### config.mk
export PLATFORM = sky130hd
export DESIGN_NAME = varint_zigzag_decoder_top
export DESIGN_NICKNAME = d
export VERILOG_FILES = /design/src/sv/vzz_pkg.sv /design/src/sv/varint_zigzag_decoder_top.sv /design/src/sv/vzz_in_stage.sv /design/src/sv/vzz_core.sv
export VERILOG_INCLUDE_DIRS = /design/src /design/src/sv
export SDC_FILE = /design/constraint.sdc
export NUM_CORES = 1
export LEC_CHECK = 0
export BUFFER_PORTS_ARGS = -buffer_cell sky130_fd_sc_hd__buf_2
export CAP_MARGIN = 20
export CORE_AREA = 2 2 112 125
export DETAILED_ROUTE_END_ITERATION = 6
export DIE_AREA = 0 0 114 127
export PLACE_DENSITY_LB_ADDON = 0.3
export RECOVER_POWER = 25
export SYNTH_ARGS = -nofsm -noshare
export SYNTH_HDL_FRONTEND = slang
export SYNTH_SLANG_ARGS = --single-unit
export TNS_END_PERCENT = 50
### constraint.sdc
create_clock -name aclk -period 4.55 [get_ports aclk]
set_clock_uncertainty 0.2 [all_clocks]
set_input_delay 0.6825 -clock aclk [delete_from_list [all_inputs] [get_ports aclk]]
set_output_delay 0.6825 -clock aclk [all_outputs]
set_load 0.01 [all_outputs]
### src/sv/varint_zigzag_decoder_top_macros.svh
// Assertion macros for the varint/zigzag decoder.
// Used by varint_zigzag_decoder_top.sv; depends on nothing.
`ifndef VARINT_ZIGZAG_DECODER_TOP_MACROS_SVH
`define VARINT_ZIGZAG_DECODER_TOP_MACROS_SVH

// same-cycle implication, disabled during reset
`define VZZ_ASSERT_IMP(label, clk, rst_n, ante, cons) \
    label: assert property (@(posedge clk) disable iff (!(rst_n)) (ante) |-> (cons)) \
        else $error("vzz same-cycle check failed");

// next-cycle implication, disabled during reset
`define VZZ_ASSERT_NXT(label, clk, rst_n, ante, cons) \
    label: assert property (@(posedge clk) disable iff (!(rst_n)) (ante) |=> (cons)) \
        else $error("vzz next-cycle check failed");

`endif

### src/sv/vzz_pkg.sv
// Types, constants and helper functions for the varint/zigzag decoder.
// No dependencies; imported by every module of the block.
package vzz_pkg;

    localparam int unsigned BYTE_W   = 8;
    localparam int unsigned VALUE_W  = 64;
    localparam int unsigned INDEX_W  = 4;

    localparam int unsigned CONT_BIT = 7;            // bit 7 set: more bytes follow
    localparam logic [6:0]  PAYLOAD_MASK = 7'h7f;

    localparam logic [INDEX_W-1:0] LAST_INDEX = 4'd9;
    localparam logic [INDEX_W-1:0] SAT_INDEX  = 4'd10;

    localparam logic [1:0] WIDTH_16 = 2'd0;
    localparam logic [1:0] WIDTH_32 = 2'd1;
    localparam logic [1:0] WIDTH_64 = 2'd2;

    localparam logic ERR_OK       = 1'b0;
    localparam logic ERR_OVERFLOW = 1'b1;

    typedef struct packed {
        logic [1:0]        result_width;
        logic              signed_value;
        logic [BYTE_W-1:0] in_byte;
    } in_item_t;

    typedef struct packed {
        logic               error_code;
        logic [VALUE_W-1:0] value;
    } result_t;

    typedef struct packed {
        logic [INDEX_W-1:0] byte_index;
        logic               term_taken;   // terminator consumed this cycle
    } core_stat_t;

    // place a 7-bit group at bit 7*idx; only bit 0 survives at index 9
    function automatic logic [VALUE_W-1:0] place_payload(input logic [6:0] pl,
                                                         input logic [INDEX_W-1:0] idx);
        logic [VALUE_W-1:0] ext;
        logic [VALUE_W-1:0] res;
        ext = {57'd0, pl & PAYLOAD_MASK};
        case (idx)
            4'd0:    res = ext;
            4'd1:    res = ext << 7;
            4'd2:    res = ext << 14;
            4'd3:    res = ext << 21;
            4'd4:    res = ext << 28;
            4'd5:    res = ext << 35;
            4'd6:    res = ext << 42;
            4'd7:    res = ext << 49;
            4'd8:    res = ext << 56;
            4'd9:    res = ext << 63;
            default: res = '0;
        endcase
        return res;
    endfunction

    function automatic logic [VALUE_W-1:0] width_cut(input logic [VALUE_W-1:0] v,
                                                     input logic [1:0] sel);
        logic [VALUE_W-1:0] res;
        case (sel)
            WIDTH_16: res = {48'd0, v[15:0]};
            WIDTH_32: res = {32'd0, v[31:0]};
            WIDTH_64: res = v;
            default:  res = v;                    // unused code acts as 64 bits
        endcase
        return res;
    endfunction

endpackage

### src/sv/varint_zigzag_decoder_top.sv
// Varint/zigzag decoder top: input register, decode core, result register.
// A terminating byte's result passes the input and result registers; m_tready stalls delay it.
// Throughput: one byte per cycle unless m_tready stalls a terminator; continuation bytes give no result.
// The accumulator update is one shift-or per byte between the two registers.
// Reset (aresetn low, synchronous) empties both registers and clears the state.
`include "varint_zigzag_decoder_top_macros.svh"
module varint_zigzag_decoder_top (
    input  logic        aclk,
    input  logic        aresetn,
    input  logic        s_tvalid,
    output logic        s_tready,
    input  logic [7:0]  s_tdata,    // [7:0] in_byte
    input  logic [2:0]  s_tuser,    // [0] signed_value, [2:1] result_width
    output logic        m_tvalid,
    input  logic        m_tready,
    output logic [63:0] m_tdata,    // [63:0] value
    output logic [0:0]  m_tuser     // [0] error_code
);
    import vzz_pkg::*;

    in_item_t   s_item;
    in_item_t   item;
    logic       item_valid;
    logic       take;
    logic       res_valid;
    result_t    res;
    core_stat_t stat;
    logic       out_free;

    logic       out_valid_reg, out_valid_next;
    result_t    out_reg;

    assign s_item.in_byte      = s_tdata;
    assign s_item.signed_value = s_tuser[0];
    assign s_item.result_width = s_tuser[2:1];

    vzz_in_stage u_in (
        .aclk       (aclk),
        .aresetn    (aresetn),
        .s_tvalid   (s_tvalid),
        .s_tready   (s_tready),
        .s_item     (s_item),
        .take       (take),
        .item_valid (item_valid),
        .item       (item)
    );

    assign out_free = !out_valid_reg || m_tready;

    vzz_core u_core (
        .aclk       (aclk),
        .aresetn    (aresetn),
        .item_valid (item_valid),
        .item       (item),
        .out_free   (out_free),
        .take       (take),
        .res_valid  (res_valid),
        .res        (res),
        .stat       (stat)
    );

    always_comb begin
        out_valid_next = out_valid_reg;
        if (res_valid) begin
            out_valid_next = 1'b1;
        end else if (m_tready) begin
            out_valid_next = 1'b0;
        end
    end

    always_ff @(posedge aclk) begin
        if (!aresetn) begin
            out_valid_reg <= 1'b0;
        end else begin
            out_valid_reg <= out_valid_next;
        end
    end

    always_ff @(posedge aclk) begin
        if (res_valid) begin
            out_reg <= res;
        end
    end

    assign m_tvalid   = out_valid_reg;
    assign m_tdata    = out_reg.value;
    assign m_tuser[0] = out_reg.error_code;

    `VZZ_ASSERT_IMP(a_ovf_zero, aclk, aresetn, m_tvalid && (m_tuser[0] == ERR_OVERFLOW), m_tdata == 64'd0)
    `VZZ_ASSERT_IMP(a_idx_sat, aclk, aresetn, 1'b1, stat.byte_index <= SAT_INDEX)
    `VZZ_ASSERT_NXT(a_idx_clear, aclk, aresetn, stat.term_taken, stat.byte_index == 4'd0)
    `VZZ_ASSERT_NXT(a_res_loads, aclk, aresetn, stat.term_taken, m_tvalid)

endmodule

### src/sv/vzz_in_stage.sv
// Input register of the varint/zigzag decoder: holds one accepted byte.
// Depends on vzz_pkg.
module vzz_in_stage (
    input  logic              aclk,
    input  logic              aresetn,
    input  logic              s_tvalid,
    output logic              s_tready,
    input  vzz_pkg::in_item_t s_item,
    input  logic              take,      // core consumes the held item
    output logic              item_valid,
    output vzz_pkg::in_item_t item
);
    import vzz_pkg::*;

    logic     valid_reg, valid_next;
    in_item_t item_reg;
    logic     load;

    assign s_tready = !valid_reg || take;
    assign load     = s_tvalid && s_tready;

    always_comb begin
        valid_next = valid_reg;
        if (load) begin
            valid_next = 1'b1;
        end else if (take) begin
            valid_next = 1'b0;
        end
    end

    always_ff @(posedge aclk) begin
        if (!aresetn) begin
            valid_reg <= 1'b0;
        end else begin
            valid_reg <= valid_next;
        end
    end

    always_ff @(posedge aclk) begin
        if (load) begin
            item_reg <= s_item;
        end
    end

    assign item_valid = valid_reg;
    assign item       = item_reg;

endmodule

### src/sv/vzz_core.sv
// Accumulator, byte index and result logic of the varint/zigzag decoder.
// Depends on vzz_pkg.
module vzz_core (
    input  logic                aclk,
    input  logic                aresetn,
    input  logic                item_valid,
    input  vzz_pkg::in_item_t   item,
    input  logic                out_free,   // result register can load
    output logic                take,
    output logic                res_valid,
    output vzz_pkg::result_t    res,
    output vzz_pkg::core_stat_t stat
);
    import vzz_pkg::*;

    logic [VALUE_W-1:0] acc_reg, acc_next;
    logic [INDEX_W-1:0] idx_reg, idx_next;
    logic               is_cont;
    logic               overflow;
    logic [VALUE_W-1:0] placed;
    logic [VALUE_W-1:0] full;
    logic [VALUE_W-1:0] zz;

    assign is_cont = item.in_byte[CONT_BIT];
    assign placed  = place_payload(item.in_byte[6:0], idx_reg);
    // continuation bytes never need the result slot
    assign take      = item_valid && (is_cont || out_free);
    assign res_valid = take && !is_cont;

    assign overflow = (idx_reg > LAST_INDEX) ||
                      ((idx_reg == LAST_INDEX) && (item.in_byte[6:1] != 6'd0));
    assign full = acc_reg | placed;
    assign zz   = full[0] ? ~(full >> 1) : (full >> 1);

    always_comb begin
        if (overflow) begin
            res.value      = '0;
            res.error_code = ERR_OVERFLOW;
        end else begin
            res.value      = width_cut(item.signed_value ? zz : full, item.result_width);
            res.error_code = ERR_OK;
        end
    end

    always_comb begin
        acc_next = acc_reg;
        idx_next = idx_reg;
        if (take) begin
            if (!is_cont) begin
                acc_next = '0;
                idx_next = '0;
            end else if (idx_reg <= LAST_INDEX) begin
                acc_next = full;
                idx_next = idx_reg + 4'd1;
            end else begin
                idx_next = SAT_INDEX;
            end
        end
    end

    always_ff @(posedge aclk) begin
        if (!aresetn) begin
            acc_reg <= '0;
            idx_reg <= '0;
        end else begin
            acc_reg <= acc_next;
            idx_reg <= idx_next;
        end
    end

    assign stat.byte_index = idx_reg;
    assign stat.term_taken = res_valid;

endmodule

==> metrics.md, run 1 <==
| Metric | Value |
|---|---|
| GP Congestion | `between 0.8 and 0.9` |
| Critical path peak fanout | `32` |
| Worst path required time | `4570 ps` |
| Synthesized flop and latch total | `between 100 and 150` |
| First-pass GRT wire length | `approximately 23000 µm` |
| Port Buffers | `81` |
| Vias in the first global route | `around 4500` |
| Initial Util | `52.8%` |
| Max-Cap Viols | `0` |
| Diode count | `0` |
| Post-synth ARST share | `0%` |
| # resized after CTS | `0` |
| EDFF count, synth | `76` |
| Rel. slew slack | `a little over a third` |
| Leakage power | `2.49 nW` |
| Setup crit end | `m_tdata[32]` |
| Area grow syn2layout | `15.4%` |
| Final hold violation count | `0` |
| Final Max Slew Viols | `0` |
| Post-CTS Setup Bufs | `0` |
| Post-Syn Instances | `approximately 580` |
| Reg-to-reg startpoint | `u_in.item[6]` |
| Die footprint | `0.0145 mm²` |
| CP arrival | `3010 ps` |
| Total number of yosys warnings | `0` |
| CTS tree | `yes` |
| GRT Total Usage | `20.2%` |
| Worst R2R Path Depth | `4` |
| Final net count | `~650` |
| Hold_buf cts | `0` |
| Netlist cell types | `37` |
| Ports | `82` |
| RR Endpoint | `m_tdata[32]` |
| Clock sink count | `roughly 150` |
| Area of the mapped netlist | `about 0.0069 mm²` |
| Register area share after synthesis | `53.2%` |
| Post-route DRC violation count | `0` |
| Tot Pwr | `3.30 mW` |
| Max Freq | `335 MHz` |
| Worst slack at placement | `1600 ps` |
| RSZ-0062 raised after global routing | `no` |
| Crit path capture type | `flop` |
| Crit path launch | `u_in.item[6]` |
| Fin Hold WS | `between 200 and 250 ps` |
| Cell Rows | `44` |
| CP startpoint kind | `flop` |
| Final setup fails | `0` |
| Slew @ Worst Pin | `about 980 ps` |
| Die Span Y | `~130 µm` |
| Mapped Nets | `597` |
| TritonCTS buffer count | `17` |
| Tcrit/Tclk final | `approximately two thirds` |
| Hold Path Class | `input port to flop` |
| DPL Wire Length | `8800 µm` |
| Layout cells sized above 1 | `16.9%` |
| Crit Path Category | `flop to flop` |
| Clk Latency, worst-skew pair | `approximately 420 ps` |
| Via Count | `between 4000 and 5000` |
| Final core occ | `about three fifths` |
| Router iterations before antenna repair | `5` |
| PwrDens | `between 400 and 500 mW/mm²` |
| Gr ovfl total | `0` |
| Via density | `5.84` |
| Status | `finished clean` |
| Minimum clock period | `2990 ps` |
| Die Wd | `~110 µm` |
| FF-to-FF setup slack | `approximately 1600 ps` |
| Starting DRT DRC Count | `225` |
| Final wirelength | `14100 µm` |
| Largest net degree at the start of global routing | `66` |
| Final worst slack | `1560 ps` |
| Mean post-synth cell area | `12.0 µm²` |
| CTS root buf | `clkbuf_16` |
| Placeable Area | `0.0131 mm²` |
| CTS max path bufs | `2` |
| Wire length per cell | `17.6 µm` |
| Synth Flop Type | `edfxtp_1` |
| Initial antenna violation count | `0` |
| Worst vdd ir | `between 200 and 250 µV` |
| Clk slew on worst S/H paths | `60 ps` |
| TNS Setup | `0 ps` |
| Routed Antenna Nets | `0` |
| CTS H-Tree Depth | `4` |
==> synthesized netlist by cell type (6+ instances only) <==
| master | count | share of area (%) |
|---|---|---|
| nor2_1 | 8 | 0.43 |
| a211oi_1 | 22 | 2.4 |
| clkbuf_1 | 41 | 2.2 |
| nor2b_1 | 66 | 6.0 |
| dfxtp_1 | 70 | 20 |
| o2bb2ai_1 | 62 | 7.8 |
| a21oi_1 | 43 | 3.1 |
| edfxtp_1 | 76 | 33 |
| a31oi_1 | 23 | 2.1 |
| nor3b_1 | 6 | 0.65 |
| a211oi_2 | 41 | 7.4 |
| buf_2 | 7 | 0.51 |
| xnor2_1 | 63 | 8.0 |
| buf_6 | 6 | 0.98 |
==> cell type report <==
cell class / count / area, µm²
multi-input cells: 371 / 2980
repair buffers: 87 / 433
clock inverters: 12 / 230
clock buffers: 20 / 447
well taps: 161 / 201
inverters: 4 / 15.0
flip-flops and latches: 146 / 3680
fillers: 1050 / 5110
==> kinds of logic (layout without fill, tap and decap cells) <==
logic type | Yosys count | in the layout | share of synthesized area (%)
AO/OA/AOI/OAI | 205 | 205 | 24.8
XOR/XNOR | 63 | 63 | 7.97
adder cells (fa/ha/maj) | 5 | 5 | 0.904
buffers and inverters | 60 | 123 | 4.08
flip-flops | 146 | 146 | 53.2
multiplexers | 1 | 1 | 0.145
AND/OR/NAND/NOR | 97 | 97 | 8.93
==> layout by cell type (no fill, tap or decap), types with 4 or more instances in the layout <==
cell type	synthesis	final
dfxtp_1	70	70
bufinv_16	0	6
inv_1	4	4
edfxtp_1	76	76
and3b_1	4	4
a21oi_1	43	43
a211oi_1	22	22
a31oi_1	23	22
nor3b_1	6	6
xnor2_1	63	63
clkbuf_1	41	62
ha_1	5	5
o2bb2ai_1	62	62
nor2b_1	66	66
buf_2	7	21
a211oi_2	41	41
nor2_1	8	7
clkinv_4	0	4
clkbuf_16	0	17
==> routing by layer <==
metal | routed length, µm | GRT usage [%] | part of all wire, %
met5 | 0 | 0 | 0
met1 | 6140 | 26.9 | 44
met2 | 7070 | 32.8 | 50
met3 | 678 | 4.46 | 4.8
met4 | 180 | 6.74 | 1.3
==> worst min-delay path by stage <==
stage / start / end / slack [ps] / cells past startpoint
after floorplan: u_core.acc_reg[0] / u_core.acc_reg[0] / 230 / 1
final: s_tdata[3] / u_in.item[3] / 240 / 1
after detailed placement: u_core.acc_reg[56] / u_core.acc_reg[56] / 250 / 1
after CTS: s_tdata[3] / u_in.item[3] / 220 / 1
after global routing: s_tdata[3] / u_in.item[3] / 220 / 1
after global placement: u_core.acc_reg[33] / u_core.acc_reg[33] / 240 / 1
==> critical path, cell delays in order (launching register included) <==
cell      delay, ps
edfxtp_1        640
or4_4           640
o311ai_4        420
nand3_4         490
a211oi_1        380
==> stage by stage <==
step | area (µm²) | std cells
final | 7990 | 801
after global routing | 7990 | 801
after CTS | 8020 | 799
after detailed placement | 7340 | 767
after global placement | 7340 | 767
after floorplan | 6920 | 577
==> where the power goes <==
part           switching, mW  internal [mW]  leakage, nW
Clock                  0.532           1.05        0.321
Combinational          0.162          0.107        0.887
Sequential            0.0298           1.42         1.28
Note: power is estimated with default switching activity, not from simulation.
==> run 2: changes to the inputs <==
--- a/config.mk
+++ b/config.mk
@@ -8,9 +8,9 @@
 export LEC_CHECK = 0
 export BUFFER_PORTS_ARGS = -buffer_cell sky130_fd_sc_hd__buf_2
 export CAP_MARGIN = 20
-export CORE_AREA = 2 2 112 125
+export CORE_AREA = 2 2 108 120
 export DETAILED_ROUTE_END_ITERATION = 6
-export DIE_AREA = 0 0 114 127
+export DIE_AREA = 0 0 110 122
 export PLACE_DENSITY_LB_ADDON = 0.3
 export RECOVER_POWER = 25
 export SYNTH_ARGS = -nofsm -noshare
==> constraint.sdc (replaced) <==
create_clock -name aclk -period 3.11 [get_ports aclk]
set_clock_uncertainty 0.2 [all_clocks]
set_input_delay 0.4665 -clock aclk [delete_from_list [all_inputs] [get_ports aclk]]
set_output_delay 0.4665 -clock aclk [all_outputs]
set_load 0.01 [all_outputs]
==> run 2 against run 1 <==
Power grew 41%. Via count is 2.3% higher. Setup slack got worse by 1200 ps. Sequential cell count stayed put.
==> metrics.md, run 2 (synthesis gave the netlist of run 1 again) <==
| Metric | Value |
|---|---|
| Status | `finished clean` |
| Hold_buf cts | `0 (unchanged)` |
| Finished Layout Cells | `808 (+0.87%)` |
| Slew @ Worst Pin | `857 ps (-118 ps)` |
| Most common cell after layout, fill and taps aside | `edfxtp_1` |
| Crit path capture type | `flop` |
| Initial antenna violation count | `0 (unchanged)` |
| Clk Latency, worst-skew pair | `420 ps (about the same)` |
| Worst Hold End | `u_in.item[10]` |
| RR Endpoint | `u_core.acc_reg[21]` |
| Clock sink count | `146 (unchanged)` |
| Initial Util | `56.2% (+3.4 points)` |
| Routed Antenna Nets | `0 (unchanged)` |
| Die Span Y | `122 µm (-3.9%)` |
| Slowest CP cell | `a21oi_1` |
| CP startpoint kind | `flop` |
| Final setup fails | `0 (unchanged)` |
| Final wirelength | `14600 µm (+4.0%)` |
| Worst R2R Path Depth | `7 (+3)` |
| Via Count | `4786 (+2.3%)` |
| Critical path peak fanout | `42 (+31%)` |
| GRT Total Usage | `22.4% (+2.2 points)` |
| GP Congestion | `0.783 (-2.6%)` |
| Area grow syn2layout | `16.2%` |
| CTS H-Tree Depth | `4 (unchanged)` |
| Cell Rows | `43 (-2.3%)` |
| Largest net degree at the start of global routing | `66 (unchanged)` |
| Placed Cells | `776 (+1.2%)` |
| Router iterations before antenna repair | `5 (unchanged)` |
| Max Freq | `364 MHz (+8.9%)` |
| FF-to-FF setup slack | `360 ps (-1200 ps)` |
| CTS root buf | `clkbuf_16` |
| Starting DRT DRC Count | `242 (+7.6%)` |
| Crit Path Category | `flop to flop` |
| DPL Wire Length | `9080 µm (+3.2%)` |
| Diode count | `0 (unchanged)` |
| CTS max path bufs | `2 (unchanged)` |
| Crit-path cells | `inv_1 > ha_1 > o21bai_1 > a21oi_1 > nand2_2 > buf_12 > o2bb2ai_1` |
| Rel. slew slack | `42.2% (+7.4 points)` |
| Most frequent cells in the layout | `76 x edfxtp_1, 70 x dfxtp_1, 66 x nor2b_1` |
| Crit path launch | `u_core.idx_reg[1]` |
| Die Wd | `110 µm (-3.5%)` |
| Final net count | `658 (+1.7%)` |
| Final hold violation count | `0 (unchanged)` |
| Worst path required time | `3250 ps (-1320 ps)` |
| CTS tree | `yes` |
| Layout cells sized above 1 | `18.1% (+1.3 points)` |
| Worst path top cell family by delay | `compound AO/OA/AOI/OAI gates` |
| Tcrit/Tclk final | `88.3% (+23 points)` |
| Hold Path Depth | `1 (unchanged)` |
| Vias in the first global route | `4406 (-2.9%)` |
| TNS Setup | `0 ps (unchanged)` |
| TritonCTS buffer count | `17 (unchanged)` |
| Post-route DRC violation count | `0 (unchanged)` |
| Max-Cap Viols | `0 (unchanged)` |
| Placeable Area | `0.0123 mm² (-6.0%)` |
| Wire length per cell | `18.1 µm (+3.1%)` |
| Die footprint | `0.0134 mm² (-7.3%)` |
| # resized after CTS | `0 (unchanged)` |
| Reg-to-reg startpoint | `u_core.idx_reg[1]` |
| Post-CTS Setup Bufs | `0 (unchanged)` |
| Port Buffers | `81 (unchanged)` |
| CP arrival | `2880 ps (-130 ps)` |
| First-pass GRT wire length | `22900 µm (-1.0%)` |
| Minimum clock period | `2750 ps (-244 ps)` |
| Leakage power | `2.55 nW (+2.2%)` |
| Clk slew on worst S/H paths | `60 ps (about the same)` |
| Critical path buffer and inverter count | `2 (+2)` |
| Hold path startpoint | `s_tuser[2]` |
| Gr ovfl total | `0 (unchanged)` |
| Final Max Slew Viols | `0 (unchanged)` |
| RSZ-0062 raised after global routing | `no` |
| CP peak stage delay | `470 ps (-170 ps)` |
| Ports | `82 (unchanged)` |
| PwrDens | `577 mW/mm² (+40%)` |
| Via density | `5.92 (+1.4%)` |
| Worst vdd ir | `324 µV (+51%)` |
| Hold Path Class | `input port to flop` |
## run 2: cell count changes in the layout (fill, tap and decap cells not counted), moves of 2 or more
cell        change
clkinv_2        +2
buf_12          +3
bufinv_16       -6
clkinvlp_4      -2
clkbuf_8        +3
buf_4           +9
clkbuf_16       +5
clkinv_4        -3
## run 2: worst max-delay path by stage
stage / end / slack, ps / depth (start not counted)
floorplan: m_tdata[0] / 10 / 3
global placement: m_tdata[63] / 570 / 5
detailed placement: u_core.acc_reg[21] / 480 / 7
CTS: u_core.acc_reg[21] / 480 / 7
global route: u_core.acc_reg[21] / 210 / 7
finish: u_core.acc_reg[21] / 360 / 7
## run 2: layer usage
layer  vias up  track usage (%)  share of wire [%]
met5         -                0                  0
met3        25             5.19                6.5
met2       168             35.0                 49
met4         0             8.23                2.0
met1      2306             30.4                 42
li1       2287                -                  -
## run 2: per-stage QoR
| stage | total power [mW] | utilization (%) | hold WS (ps) | setup WS (ps) | instance area (µm²) |
|---|---|---|---|---|---|
| floorplan | 2.47 | - | 233 | 11.3 | 6930 |
| global placement | 2.56 | 60.8 | 244 | 570 | 7490 |
| detailed placement | 2.58 | 60.8 | 247 | 484 | 7490 |
| CTS | 4.67 | 65.9 | 5.08 | 475 | 8130 |
| global route | 4.78 | 65.3 | 3.18 | 208 | 8050 |
| finish | 4.64 | 65.3 | 17.1 | 364 | 8050 |
## run 2: cell type report
cell class / instances / area, µm²
multi-input cells: 371 / 2980
repair buffers: 98 / 532
flip-flops and latches: 146 / 3680
fillers: 958 / 4270
inverters: 4 / 15.0
well taps: 157 / 196
clock buffers: 28 / 613
clock inverters: 4 / 25.0
## run 2: power breakdown
part	internal, mW	switching (mW)	leakage (nW)	total (mW)
combinational	0.165	0.253	0.945	0.419
clock	1.35	0.763	0.319	2.11
sequential	2.08	0.0345	1.28	2.12
==> run 3: changes to the inputs <==
--- a/config.mk
+++ b/config.mk
@@ -8,9 +8,9 @@
 export LEC_CHECK = 0
 export BUFFER_PORTS_ARGS = -buffer_cell sky130_fd_sc_hd__buf_2
 export CAP_MARGIN = 20
-export CORE_AREA = 2 2 108 120
+export CORE_AREA = 2 2 103 115
 export DETAILED_ROUTE_END_ITERATION = 6
-export DIE_AREA = 0 0 110 122
+export DIE_AREA = 0 0 105 117
 export PLACE_DENSITY_LB_ADDON = 0.3
 export RECOVER_POWER = 25
 export SYNTH_ARGS = -nofsm -noshare
==> constraint.sdc (replaced) <==
create_clock -name aclk -period 3.35 [get_ports aclk]
set_clock_uncertainty 0.2 [all_clocks]
set_input_delay 0.5025 -clock aclk [delete_from_list [all_inputs] [get_ports aclk]]
set_output_delay 0.5025 -clock aclk [all_outputs]
set_load 0.01 [all_outputs]
==> run 3 against run 2 <==
Sequential share of layout area is 0.44 points higher. Final area shrank 0.95%. Combinational power shrank 10%. Utilization up 6.0 points. Sequential power is 8% lower. Fmax fell by 4.1%. Highest routed layer unchanged.
==> metrics.md, run 3 (synthesis gave the netlist of run 1 again) <==
| Metric | Value |
|---|---|
| Slew @ Worst Pin | `955 ps (+97.9 ps)` |
| Final Max Slew Viols | `0 (unchanged)` |
| Diode count | `0 (unchanged)` |
| Most common cell after layout, fill and taps aside | `edfxtp_1` |
| Largest net degree at the start of global routing | `66 (unchanged)` |
| Post-route DRC violation count | `0 (unchanged)` |
| Initial antenna violation count | `0 (unchanged)` |
| Clock power share | `45.3% (about the same)` |
| Setup crit end | `m_tdata[63]` |
| Final wirelength | `14200 µm (-2.8%)` |
| Post-DP Area | `0.00740 mm² (-1.1%)` |
| GRT Total Usage | `23.8% (+1.4 points)` |
| Hold Path Class | `input port to flop` |
| Final net count | `654 (-0.61%)` |
| TNS Setup | `0 ps (unchanged)` |
| Cell internal pwr | `3.28 mW (-8.8%)` |
| RR Endpoint | `m_tdata[63]` |
| Reg-to-reg startpoint | `u_in.item[6]` |
| Combinational power share | `8.8% (-0.2 points)` |
| Sequential share of power | `45.9% (+0.3 points)` |
| Switching pwr | `1.00 mW (-4.6%)` |
| Sw frac | `23.4% (+0.79 points)` |
| Max-Cap Viols | `0 (unchanged)` |
| Rel. slew slack | `36.2% (-6.1 points)` |
| Starting DRT DRC Count | `297 (+23%)` |
| Ports | `82 (unchanged)` |
| Routed Antenna Nets | `0 (unchanged)` |
| Port Buffers | `81 (unchanged)` |
| Worst vdd ir | `322 µV (-0.62%)` |
| Final hold violation count | `0 (unchanged)` |
| Crit-path cells | `or4_4 > o311ai_4 > nand3_4 > a211oi_1` |
| Area grow syn2layout | `15.1%` |
| CTS max path bufs | `2 (unchanged)` |
| Cell Rows | `41 (-4.7%)` |
| Final setup fails | `0 (unchanged)` |
| Worst R2R Path Depth | `4 (-3)` |
| Final core occ | `71.3% (+6.0 points)` |
| Layout cells sized above 1 | `18.1% (-0.042 points)` |
| CTS H-Tree Depth | `4 (unchanged)` |
| CTS root buf | `clkbuf_16` |
| Slowest CP cell | `or4_4` |
| Crit path capture type | `flop` |
| Hold path startpoint | `s_tuser[0]` |
| Fin Hold WS | `47.8 ps (+30.7 ps)` |
| Gr ovfl total | `0 (unchanged)` |
| First-pass GRT wire length | `22900 µm (unchanged)` |
| Final Instance Area | `0.00797 mm² (-0.95%)` |
| Clk Latency, worst-skew pair | `430 ps (about the same)` |
| RSZ-0062 raised after global routing | `no` |
| Via Count | `4747 (-0.81%)` |
| Placeable Area | `0.0112 mm² (-9.2%)` |
| # resized after CTS | `0 (unchanged)` |
| Max Freq | `349 MHz (-4.1%)` |
| Initial Util | `61.9% (+5.7 points)` |
| Status | `finished clean` |
| Post-CTS Setup Bufs | `0 (unchanged)` |
| Minimum clock period | `2860 ps (+116 ps)` |
| CP arrival | `2890 ps (about the same)` |
| Wire length per cell | `17.9 µm (-1.4%)` |
| Via density | `5.96 (+0.55%)` |
| Hold_buf cts | `0 (unchanged)` |
| Leakage power | `2.50 nW (-1.9%)` |
| Router iterations before antenna repair | `5 (unchanged)` |
| Most frequent cells in the layout | `76 x edfxtp_1, 70 x dfxtp_1, 66 x nor2b_1` |
| Tcrit/Tclk final | `85.4% (-2.9 points)` |
| Die Wd | `105 µm (-4.5%)` |
| Worst path required time | `3380 ps (+130 ps)` |
| Vias in the first global route | `4521 (+2.6%)` |
| TritonCTS buffer count | `17 (unchanged)` |
| Worst slack at placement | `476 ps (-8.06 ps)` |
| FF-to-FF setup slack | `490 ps (+120 ps)` |
| CTS tree | `yes` |
| Clk slew on worst S/H paths | `60 ps (about the same)` |
| Crit Path Category | `flop to flop` |
| Final worst slack | `488 ps (+124 ps)` |
| CP startpoint kind | `flop` |
| Clock sink count | `146 (unchanged)` |
| PwrDens | `537 mW/mm² (-7.0%)` |
| Critical path peak fanout | `32 (-24%)` |
| DPL Wire Length | `8450 µm (-6.9%)` |
| Die Span Y | `117 µm (-4.1%)` |
| Die footprint | `0.0123 mm² (-8.5%)` |
| GP Congestion | `0.789 (+0.83%)` |
| Crit path launch | `u_in.item[6]` |
| CP peak stage delay | `610 ps (+140 ps)` |
==> run 3: cell types whose count changed in the layout (fill, tap and decap cells not counted), moves of 2 or more <==
cell and change:
clkbuf_1 -3, clkinv_4 +2, buf_4 -2, clkinvlp_4 +4, clkbuf_16 -2, buf_2 +2, buf_12 -2, clkbuf_8 -2
==> run 3: cell type report <==
type	count	area [µm²]
multi-input cells	371	2980
inverters	4	15.0
clock inverters	9	91.3
clock buffers	23	532
fillers	823	3210
repair buffers	94	479
well taps	150	188
flip-flops and latches	146	3680
==> run 3: how the worst min path moves through the flow <==
stage | to | slack (ps) | depth (start not counted)
after global routing | u_in.item[2] | 40 | 1
final | u_in.item[8] | 50 | 1
after global placement | u_core.acc_reg[32] | 240 | 1
after CTS | u_in.item[5] | 40 | 1
after detailed placement | u_core.acc_reg[56] | 250 | 1
after floorplan | u_core.acc_reg[0] | 230 | 1
==> run 3: power groups by stage <==
| stage | clock network, mW | logic [mW] | registers, mW |
|---|---|---|---|
| after floorplan | 0 | 0.292 | 2.00 |
| final | 1.94 | 0.377 | 1.96 |
| after global routing | 2.02 | 0.411 | 1.97 |
| after global placement | 0 | 0.367 | 2.00 |
| after detailed placement | 0 | 0.376 | 2.00 |
| after CTS | 1.95 | 0.380 | 1.96 |
==> run 3: worst max-delay path: cells and delay by family, from the launching register on <==
family	cells	cell delay, ps
simple gates	2	1080
compound gates	2	800
flops	1	570
==> run 3: layer usage <==
layer / track usage, % / part of all wire [%]
met1: 30.1 / 43
met2: 38.9 / 48
met3: 5.09 / 6.2
met4: 12.7 / 2.8
met5: 0 / 0
==> run 3: per-stage QoR <==
step | cells | power (mW)
after floorplan | 577 | 2.29
after global placement | 764 | 2.37
after detailed placement | 764 | 2.38
after CTS | 796 | 4.29
after global routing | 797 | 4.40
final | 797 | 4.28
